<file path="src/rtl/core/cab_pkg.sv">
`timescale 1ns / 1ps
`default_nettype none

package cab_pkg;

	localparam int unsigned ARENA_BYTES_DEF = 32 * 1024;
	localparam int unsigned MAX_ARENAS_DEF = 12;

	localparam int unsigned SIZE_W = 16;
	localparam int unsigned IDX_W = 4;
	localparam int unsigned DEPTH_W = 4;
	// holds cursor plus size for any arena size in range
	localparam int unsigned SUM_W = 18;
	// compare width for a handle arena against the in-use count
	localparam int unsigned HCMP_W = IDX_W + 1;

	localparam logic [DEPTH_W-1:0] DEPTH_RESET = DEPTH_W'(10);

	typedef enum logic [1:0] {
		CMD_ALLOC   = 2'd0,
		CMD_REALLOC = 2'd1,
		CMD_FREE    = 2'd2,
		CMD_RESET   = 2'd3
	} cmd_t;

	typedef enum logic [1:0] {
		ST_IDLE,
		ST_WALK,
		ST_EXEC,
		ST_RESULT
	} state_t;

	typedef struct packed {
		logic load;
		logic walk;
		logic exec;
		logic publish;
	} ctrl_cmd_t;

	typedef struct packed {
		logic walk_done;
		logic out_free;
	} dp_status_t;

endpackage

`default_nettype wire

</file>
<file path="src/rtl/core/cab_ctrl.sv">
`timescale 1ns / 1ps
`default_nettype none

module cab_ctrl (
	input  wire logic              clk,
	input  wire logic              arst_n,
	input  wire logic              req_valid,
	input  wire logic [1:0]        req_cmd,
	output logic                   req_stall,
	input  wire cab_pkg::dp_status_t status,
	output cab_pkg::ctrl_cmd_t     ctl
);
	import cab_pkg::*;

	state_t state_q;
	state_t state_d;

	always_ff @(posedge clk or negedge arst_n) begin
		if (!arst_n) begin
			state_q <= ST_IDLE;
		end else begin
			state_q <= state_d;
		end
	end

	always_comb begin
		state_d = state_q;
		ctl = '0;
		req_stall = 1'b1;
		unique case (state_q)
			ST_IDLE: begin
				req_stall = 1'b0;
				if (req_valid) begin
					ctl.load = 1'b1;
					state_d = (cmd_t'(req_cmd) == CMD_ALLOC) ? ST_WALK : ST_EXEC;
				end
			end
			ST_WALK: begin
				ctl.walk = 1'b1;
				if (status.walk_done) begin
					state_d = ST_RESULT;
				end
			end
			ST_EXEC: begin
				ctl.exec = 1'b1;
				state_d = ST_RESULT;
			end
			ST_RESULT: begin
				// wait for the output register to drain
				if (status.out_free) begin
					ctl.publish = 1'b1;
					state_d = ST_IDLE;
				end
			end
			default: begin
				state_d = ST_IDLE;
			end
		endcase
	end

endmodule

`default_nettype wire

</file>
<file path="src/rtl/core/cab_dp.sv">
`timescale 1ns / 1ps
`default_nettype none

module cab_dp #(
	parameter int unsigned ARENA_BYTES = cab_pkg::ARENA_BYTES_DEF,
	parameter int unsigned MAX_ARENAS = cab_pkg::MAX_ARENAS_DEF
) (
	input  wire logic                          clk,
	input  wire logic                          arst_n,
	input  wire logic                          cfg_we,
	input  wire logic [cab_pkg::DEPTH_W-1:0]   cfg_data,
	input  wire logic [1:0]                    req_cmd,
	input  wire logic [cab_pkg::SIZE_W-1:0]    req_size,
	input  wire logic [cab_pkg::IDX_W-1:0]     req_handle_arena,
	input  wire logic [cab_pkg::SIZE_W-1:0]    req_handle_offset,
	input  wire cab_pkg::ctrl_cmd_t            ctl,
	output cab_pkg::dp_status_t                status,
	input  wire logic                          rsp_stall,
	output logic                               rsp_valid,
	output logic                               ok,
	output logic [cab_pkg::IDX_W-1:0]          out_arena,
	output logic [cab_pkg::SIZE_W-1:0]         out_offset
);
	import cab_pkg::*;

	localparam int unsigned AW = $clog2(MAX_ARENAS);
	localparam int unsigned NW = $clog2(MAX_ARENAS + 1);
	localparam int unsigned CUR_W = $clog2(ARENA_BYTES + 1);

	logic [CUR_W-1:0]   cursors_q [MAX_ARENAS];
	logic [CUR_W-1:0]   last_off_q [MAX_ARENAS];
	logic [MAX_ARENAS-1:0] last_valid_q;
	logic [NW-1:0]      in_use_q;
	logic [DEPTH_W-1:0] cfg_depth_q;

	cmd_t               cmd_q;
	logic [SIZE_W-1:0]  size_q;
	logic [IDX_W-1:0]   ha_q;
	logic [SIZE_W-1:0]  ho_q;
	logic [AW-1:0]      arena_q;
	logic [DEPTH_W-1:0] depth_q;

	logic               res_ok_q;
	logic [IDX_W-1:0]   res_arena_q;
	logic [SIZE_W-1:0]  res_off_q;
	logic               rsp_valid_q;

	logic [CUR_W-1:0]   cur;
	logic [SUM_W-1:0]   alloc_sum;
	logic               fit;
	logic               next_in_use;
	logic               walk_fail;
	logic [AW-1:0]      ha_idx;
	logic               match;
	logic [SUM_W-1:0]   ho_sum;
	logic               re_fit;
	logic               exec_ok;
	logic [IDX_W-1:0]   exec_arena;
	logic [SIZE_W-1:0]  exec_off;

	assign cur = cursors_q[arena_q];
	assign alloc_sum = SUM_W'(cur) + SUM_W'(size_q);
	assign fit = alloc_sum <= SUM_W'(ARENA_BYTES);
	assign next_in_use = (NW'(arena_q) + NW'(1)) < in_use_q;
	// depth limit first, then out of arenas to bring in
	assign walk_fail = !fit && ((depth_q > cfg_depth_q) ||
		(!next_in_use && (in_use_q >= NW'(MAX_ARENAS))));

	assign ha_idx = ha_q[AW-1:0];
	assign match = (HCMP_W'(ha_q) < HCMP_W'(in_use_q)) && last_valid_q[ha_idx] &&
		(SUM_W'(last_off_q[ha_idx]) == SUM_W'(ho_q));
	assign ho_sum = SUM_W'(ho_q) + SUM_W'(size_q);
	assign re_fit = ho_sum < SUM_W'(ARENA_BYTES);

	always_comb begin
		exec_ok = 1'b0;
		exec_arena = '0;
		exec_off = '0;
		case (cmd_q)
			CMD_REALLOC: begin
				if (match && re_fit) begin
					exec_ok = 1'b1;
					exec_arena = ha_q;
					exec_off = ho_q;
				end
			end
			CMD_FREE: exec_ok = match;
			CMD_RESET: exec_ok = 1'b1;
			default: exec_ok = 1'b0;
		endcase
	end

	assign status.walk_done = fit || walk_fail;
	assign status.out_free = !rsp_valid_q || !rsp_stall;

	always_ff @(posedge clk or negedge arst_n) begin
		if (!arst_n) begin
			cfg_depth_q <= DEPTH_RESET;
		end else if (cfg_we) begin
			cfg_depth_q <= cfg_data;
		end
	end

	// arena state and walk position
	always_ff @(posedge clk or negedge arst_n) begin
		if (!arst_n) begin
			for (int i = 0; i < MAX_ARENAS; i++) begin
				cursors_q[i] <= '0;
			end
			last_valid_q <= '0;
			in_use_q <= NW'(1);
			arena_q <= '0;
			depth_q <= '0;
			cmd_q <= CMD_ALLOC;
		end else begin
			if (ctl.load) begin
				cmd_q <= cmd_t'(req_cmd);
				arena_q <= '0;
				depth_q <= '0;
			end
			if (ctl.walk) begin
				if (fit) begin
					cursors_q[arena_q] <= CUR_W'(alloc_sum);
					last_valid_q[arena_q] <= 1'b1;
				end else if (!walk_fail) begin
					depth_q <= depth_q + DEPTH_W'(1);
					if (next_in_use) begin
						arena_q <= arena_q + AW'(1);
					end else begin
						// bring the next arena into use
						arena_q <= AW'(in_use_q);
						in_use_q <= in_use_q + NW'(1);
						cursors_q[AW'(in_use_q)] <= '0;
						last_valid_q[AW'(in_use_q)] <= 1'b0;
					end
				end
			end
			if (ctl.exec) begin
				case (cmd_q)
					CMD_REALLOC: begin
						if (match && re_fit) begin
							cursors_q[ha_idx] <= CUR_W'(ho_sum);
						end
					end
					CMD_FREE: begin
						if (match) begin
							cursors_q[ha_idx] <= CUR_W'(ho_q);
						end
					end
					CMD_RESET: begin
						for (int i = 0; i < MAX_ARENAS; i++) begin
							cursors_q[i] <= '0;
						end
					end
					default: ;
				endcase
			end
		end
	end

	always_ff @(posedge clk) begin
		if (ctl.walk && fit) begin
			last_off_q[arena_q] <= cur;
		end
	end

	always_ff @(posedge clk) begin
		if (ctl.load) begin
			size_q <= req_size;
			ha_q <= req_handle_arena;
			ho_q <= req_handle_offset;
		end
	end

	// transaction result, held until the output register is free
	always_ff @(posedge clk) begin
		if (ctl.walk && status.walk_done) begin
			res_ok_q <= fit;
			res_arena_q <= fit ? IDX_W'(arena_q) : '0;
			res_off_q <= fit ? SIZE_W'(cur) : '0;
		end else if (ctl.exec) begin
			res_ok_q <= exec_ok;
			res_arena_q <= exec_arena;
			res_off_q <= exec_off;
		end
	end

	always_ff @(posedge clk or negedge arst_n) begin
		if (!arst_n) begin
			rsp_valid_q <= 1'b0;
		end else if (ctl.publish) begin
			rsp_valid_q <= 1'b1;
		end else if (!rsp_stall) begin
			rsp_valid_q <= 1'b0;
		end
	end

	always_ff @(posedge clk) begin
		if (ctl.publish) begin
			ok <= res_ok_q;
			out_arena <= res_arena_q;
			out_offset <= res_off_q;
		end
	end

	assign rsp_valid = rsp_valid_q;

endmodule

`default_nettype wire

</file>
<file path="src/rtl/core/chained_bump_arena_allocator.sv">
// alloc walks the arenas from arena 0 until one fits or the walk fails, then waits in the
//   result state for the output register; realloc, free and reset skip the walk and execute
//   directly. One transaction at a time: req_stall is high from accept until the result is
//   published, and the arena walk checks one cursor per cycle
// reset: arst_n clears all cursors and recorded allocations, one arena in use, depth limit 10
`timescale 1ns / 1ps
`default_nettype none

module chained_bump_arena_allocator #(
	parameter int unsigned ARENA_BYTES = cab_pkg::ARENA_BYTES_DEF,
	parameter int unsigned MAX_ARENAS = cab_pkg::MAX_ARENAS_DEF
) (
	input  wire logic                        clk,
	input  wire logic                        arst_n,
	input  wire logic                        cfg_we,
	input  wire logic [cab_pkg::DEPTH_W-1:0] cfg_data,
	input  wire logic                        req_valid,
	output logic                             req_stall,
	input  wire logic [1:0]                  cmd,
	input  wire logic [cab_pkg::SIZE_W-1:0]  size,
	input  wire logic [cab_pkg::IDX_W-1:0]   handle_arena,
	input  wire logic [cab_pkg::SIZE_W-1:0]  handle_offset,
	output logic                             rsp_valid,
	input  wire logic                        rsp_stall,
	output logic                             ok,
	output logic [cab_pkg::IDX_W-1:0]        out_arena,
	output logic [cab_pkg::SIZE_W-1:0]       out_offset
);
	import cab_pkg::*;

	ctrl_cmd_t  ctl;
	dp_status_t status;

	cab_ctrl u_ctrl (
		.clk       (clk),
		.arst_n    (arst_n),
		.req_valid (req_valid),
		.req_cmd   (cmd),
		.req_stall (req_stall),
		.status    (status),
		.ctl       (ctl)
	);

	cab_dp #(
		.ARENA_BYTES (ARENA_BYTES),
		.MAX_ARENAS  (MAX_ARENAS)
	) u_dp (
		.clk               (clk),
		.arst_n            (arst_n),
		.cfg_we            (cfg_we),
		.cfg_data          (cfg_data),
		.req_cmd           (cmd),
		.req_size          (size),
		.req_handle_arena  (handle_arena),
		.req_handle_offset (handle_offset),
		.ctl               (ctl),
		.status            (status),
		.rsp_stall         (rsp_stall),
		.rsp_valid         (rsp_valid),
		.ok                (ok),
		.out_arena         (out_arena),
		.out_offset        (out_offset)
	);

endmodule

`default_nettype wire

</file>
<file path="config.mk">
export PLATFORM = sky130hd
export DESIGN_NAME = chained_bump_arena_allocator
export DESIGN_NICKNAME = d
export VERILOG_FILES = /design/src/rtl/core/cab_pkg.sv /design/src/rtl/core/cab_ctrl.sv /design/src/rtl/core/cab_dp.sv /design/src/rtl/core/chained_bump_arena_allocator.sv
export SDC_FILE = /design/constraint.sdc
export NUM_CORES = 2
export LEC_CHECK = 0
export BUFFER_PORTS_ARGS = -buffer_cell sky130_fd_sc_hd__buf_2
export CORE_UTILIZATION = 39
export CTS_CLUSTER_SIZE = 14
export DETAILED_ROUTE_END_ITERATION = 16
export GPL_TIMING_DRIVEN = 0
export PLACE_DENSITY_LB_ADDON = 0.2
export SLEW_MARGIN = 10
export SYNTH_ARGS = -nofsm -noshare
export SYNTH_HDL_FRONTEND = slang
export SYNTH_SLANG_ARGS = --single-unit
</file>
<file path="constraint.sdc">
create_clock -name clk -period 15.6 [get_ports clk]
set_input_delay 1.56 -clock clk [delete_from_list [all_inputs] [get_ports clk]]
set_output_delay 1.56 -clock clk [all_outputs]
set_load 0.005 [all_outputs]
</file>
==> summary.md <==
| Metric | Value |
|---|---|
| Slew @ Worst Pin | between 1000 and 1500 ps |
| Final setup vio count | 0 |
| Sequential Power Share | between 20% and 30% |
| Drt via density | just over 7 |
| Largest area contributor in the netlist | edfxtp_1 |
| Synth area leaders | edfxtp_1 29%, dfrtp_1 20%, mux4_2 6.6% |
| Vias | between 20000 and 30000 |
| MaxCap Viol Count | 1 |
| Worst hold path type | register to register |
| Switching Share | between 50 and 60% |
| Internal power | between 3 and 4 mW |
| H-tree levels | 2 |
| Initial DRC count | between 4000 and 5000 |
| Outcome | complete, but fails checks |
| Total grt overflow | 0 |
| Yosys reg bits | 499 |
| CP max stage delay | 1040 ps |
| Sequential share of the synthesized area | between 50% and 60% |
| Worst Setup Path Type | register to register |
| GPL Wtd Cong | between 1 and 1.5 |
| Peak supply drop | 0.110 mV |
| Avg Inst Size Synth | 11.1 µm² |
| Reg-to-Reg Start | u_dp.arena_q[0] |
| Pre-CTS WS | between 5000 and 6000 ps |
| Clock share of power | ~23% |
| Clk slew on worst S/H paths | 60 ps |
| Hold Path End | u_dp.out_offset[3] |
| Min Tclk post-route | between 9000 and 10000 ps |
| Setup_tns | 0 ps |
| Syn nets | 2597 |
| EDFF count, synth | 270 |
| Fin. max-slew vios | 1 |
| P&R area growth vs syn | 16.3% |
| Final WS setup | a little under 6000 ps |
| Worst Setup SP | u_dp.arena_q[0] |
| Top-area cell type share of the netlist area | 29.4% |
| P_sw | approximately 3.4 mW |
| WP data required | between 15000 and 20000 ps |
| Area after DPL | around 30000 µm² |
| Routed WL per cell | roughly 44 µm |
| Final worst path period share | 62.5% |
| DP Wirelength | 120000 µm |
| Ys async rst share | a little under half |
| Port bufs | between 60 and 70 |
| CP delay by family, top | buffers and inverters |
| Worst reg2reg path depth | 16 |
| Die Width | 268 µm |
| Startpoint Class | register |
| TritonCTS Buffers | 57 |
| DIE AREA | 71700 µm² |
| Remaining antenna violation count after routing | 0 |
| Postcts setup bufs | 0 |
| Critical path peak fanout | 16 |
| Kind of end point of the critical path | register |
| Worst R2R Setup Slack | around 6000 ps |
| Post-layout nets | approximately 2800 |
| Number of global-route vias before repair | roughly 24000 |
| Post-CTS Hold Fix Bufs | 0 |
| Logic gate share of total power | between 50% and 60% |
| Skew final | about 51 ps |
| Largest net degree at the start of global routing | 98 |
| Total Routed Length | ~160000 µm |
| Die Ht | between 200 and 300 µm |
| Post-CTS resize count | 0 |
| Skew-Pair Late Insertion Delay | ~700 ps |
| Final Instance Count excl. Fillers | 3656 |
| TritonRoute pass-1 iters | 8 |
| Mapped cell area | 27600 µm² |
| Layout cell share with drive strength beyond 1 | between 15 and 20% |
| Cells along the critical path | clkbuf_1 > buf_1 > mux4_2 > mux2i_1 > o21ai_2 > buf_8 > ha_1 > nand4_1 > a211oi_1 > a311oi_1 > nand4b_1 > or4b_1 > buf_4 > o21ai_2 > clkbuf_1 > and2_1 |
| Top FF cell, synth | edfxtp_1 |
| Root Buffer | clkbuf_16 |
| Leakage | roughly 12 nW |
| DR DRC count | 0 |
| Max frequency | slightly above 100 MHz |
| Synth warn | 0 |
| Failing checks | capacitance limit, slew limit |
| Relative slew slack | -0.413% |
| First-pass GRT wire length | around 210000 µm |
| Cell Count Post-Placement | around 3500 |
| GRT Resource Usage Total | 44.5% |
| I/O pin count | 70 |
| R2r endpoint | u_dp.last_off_q[9][12] |
| Mapped Cells | about 2500 |
| Tot Pwr | about 6.8 mW |
| Antenna violations before repair | 8 |
| Cell Rows | 97 |
| Endpoints failing hold | 0 |
| Unrepaired setup endpoints after global routing | false |
| Longest Clk Path Bufs | 3 |
| Post-layout util | a little under half |
| Final Hold Slack | 419 ps |
| Bufs and invs on worst path | 5 |
| Final Cell Area | 32000 µm² |
| Worst hold path depth | 0 |
| Initial Util | between 30 and 40% |
| Synth cell types | 95 |
| CTS Sinks | 499 |
| Hold Path Origin | u_dp.res_off_q[3] |
| Core ar. | roughly 70000 µm² |
| Critical path arrival | 10020 ps |
| CTS tree | built |
| Critical Path Slowest Stage Cell | a311oi_1 |
| Power Density | 212 nW/µm² |
[cells in the mapped netlist (all sizes together), types with 26 or more instances]
cell,count
a21oi,130
a22o,42
a22oi,143
and2,37
and3,26
buf,50
clkbuf,124
dfrtp,222
edfxtp,270
ha,56
inv,43
mux2i,73
mux4,81
nand2,226
nand3,64
nor2,154
nor3,36
o211ai,29
o21ai,184
o22ai,96
xnor2,28
[final cells by class]
| class | instances | area [µm²] |
|---|---|---|
| antenna | 3 | 7.51 |
| buffer | 174 | 761 |
| clock buffer | 61 | 1470 |
| clock inverter | 46 | 638 |
| fill | 6589 | 38000 |
| inverter | 44 | 166 |
| multi-input combinational | 1775 | 13000 |
| sequential | 499 | 13800 |
| tap | 940 | 1180 |
| timing repair buffer | 114 | 973 |
[sequential cells by signal, indices dropped and copies added (netlist names), 2 cells and up, named ones only]
register           cells
u_dp.cursors_q       192
u_dp.last_off_q      192
u_dp.ho_q             16
u_dp.out_offset       16
u_dp.res_off_q        16
u_dp.size_q           16
u_dp.last_valid_q     12
u_dp.arena_q           4
u_dp.cfg_depth_q       4
u_dp.depth_q           4
u_dp.ha_idx            4
u_dp.in_use_q          4
u_dp.out_arena         4
u_dp.res_arena_q       4
u_ctrl.state_q         2
u_dp.cmd_q             2
[layer usage]
metal,wire length [µm],share of wire (%),vias up,GRT usage [%]
met2,65700,41,2016,62.9
met4,13500,8.4,4,30.9
met3,20100,12,491,13.7
met5,33,0.021,-,0
li1,-,-,10100,-
met1,61600,38,13200,58.0
[power by group through the flow]
stage / registers (mW) / clock network (mW) / logic (mW)
floorplan: 1.75 / 0 / 1.59
global placement: 1.83 / 0 / 3.10
detailed placement: 1.81 / 0 / 3.25
CTS: 1.79 / 1.53 / 3.27
global route: 1.81 / 1.57 / 3.47
finish: 1.80 / 1.53 / 3.47
[worst reg2reg max path, cell delays in order (launching register included)]
cell,delay (ps)
dfrtp_1,370
clkbuf_1,850
buf_1,830
mux4_2,610
mux2i_1,630
o21ai_2,340
buf_8,260
ha_1,400
nand4_1,230
a211oi_1,140
a311oi_1,1040
nand4b_1,370
or4b_1,570
buf_4,220
o21ai_2,660
clkbuf_1,760
and2_1,1050
[cells by family (layout without fill, tap and decap cells)]
logic type               count (synthesis)  after routing  synth area share, %
adder cells (fa/ha/maj)                 58             58                 2.69
XOR/XNOR                                42             42                 1.33
flip-flops                             499            499                 50.2
AO/OA/AOI/OAI                          872            872                 21.7
AND/OR/NAND/NOR                        631            631                 10.8
buffers and inverters                  218            439                 3.31
multiplexers                           172            172                 10.0
other                                    0              3                    0
[cell usage in the layout, fill, tap and decap left out, drive strengths merged, types with 28 or more instances in the layout]
| cell | count |
|---|---|
| xnor2 | 28 |
| nand2 | 226 |
| mux4 | 81 |
| nor3 | 36 |
| clkbuf | 187 |
| nor2 | 154 |
| ha | 56 |
| o21ai | 184 |
| nand3 | 64 |
| inv | 46 |
| buf | 162 |
| and2 | 37 |
| a22o | 42 |
| edfxtp | 270 |
| a21oi | 130 |
| a22oi | 143 |
| dfrtp | 222 |
| o211ai | 29 |
| mux2i | 73 |
| o22ai | 96 |
[worst max path at each step]
| stage | endpoint | cells past startpoint |
|---|---|---|
| final | u_dp.last_off_q[9][12] | 16 |
| after global routing | u_dp.last_valid_q[4] | 17 |
| after CTS | u_dp.last_off_q[9][3] | 16 |
| after detailed placement | u_dp.last_off_q[9][14] | 16 |
| after global placement | u_dp.last_valid_q[7] | 17 |
| after floorplan | u_dp.last_off_q[7][0] | 18 |
Power figures use the tool's default switching activity.
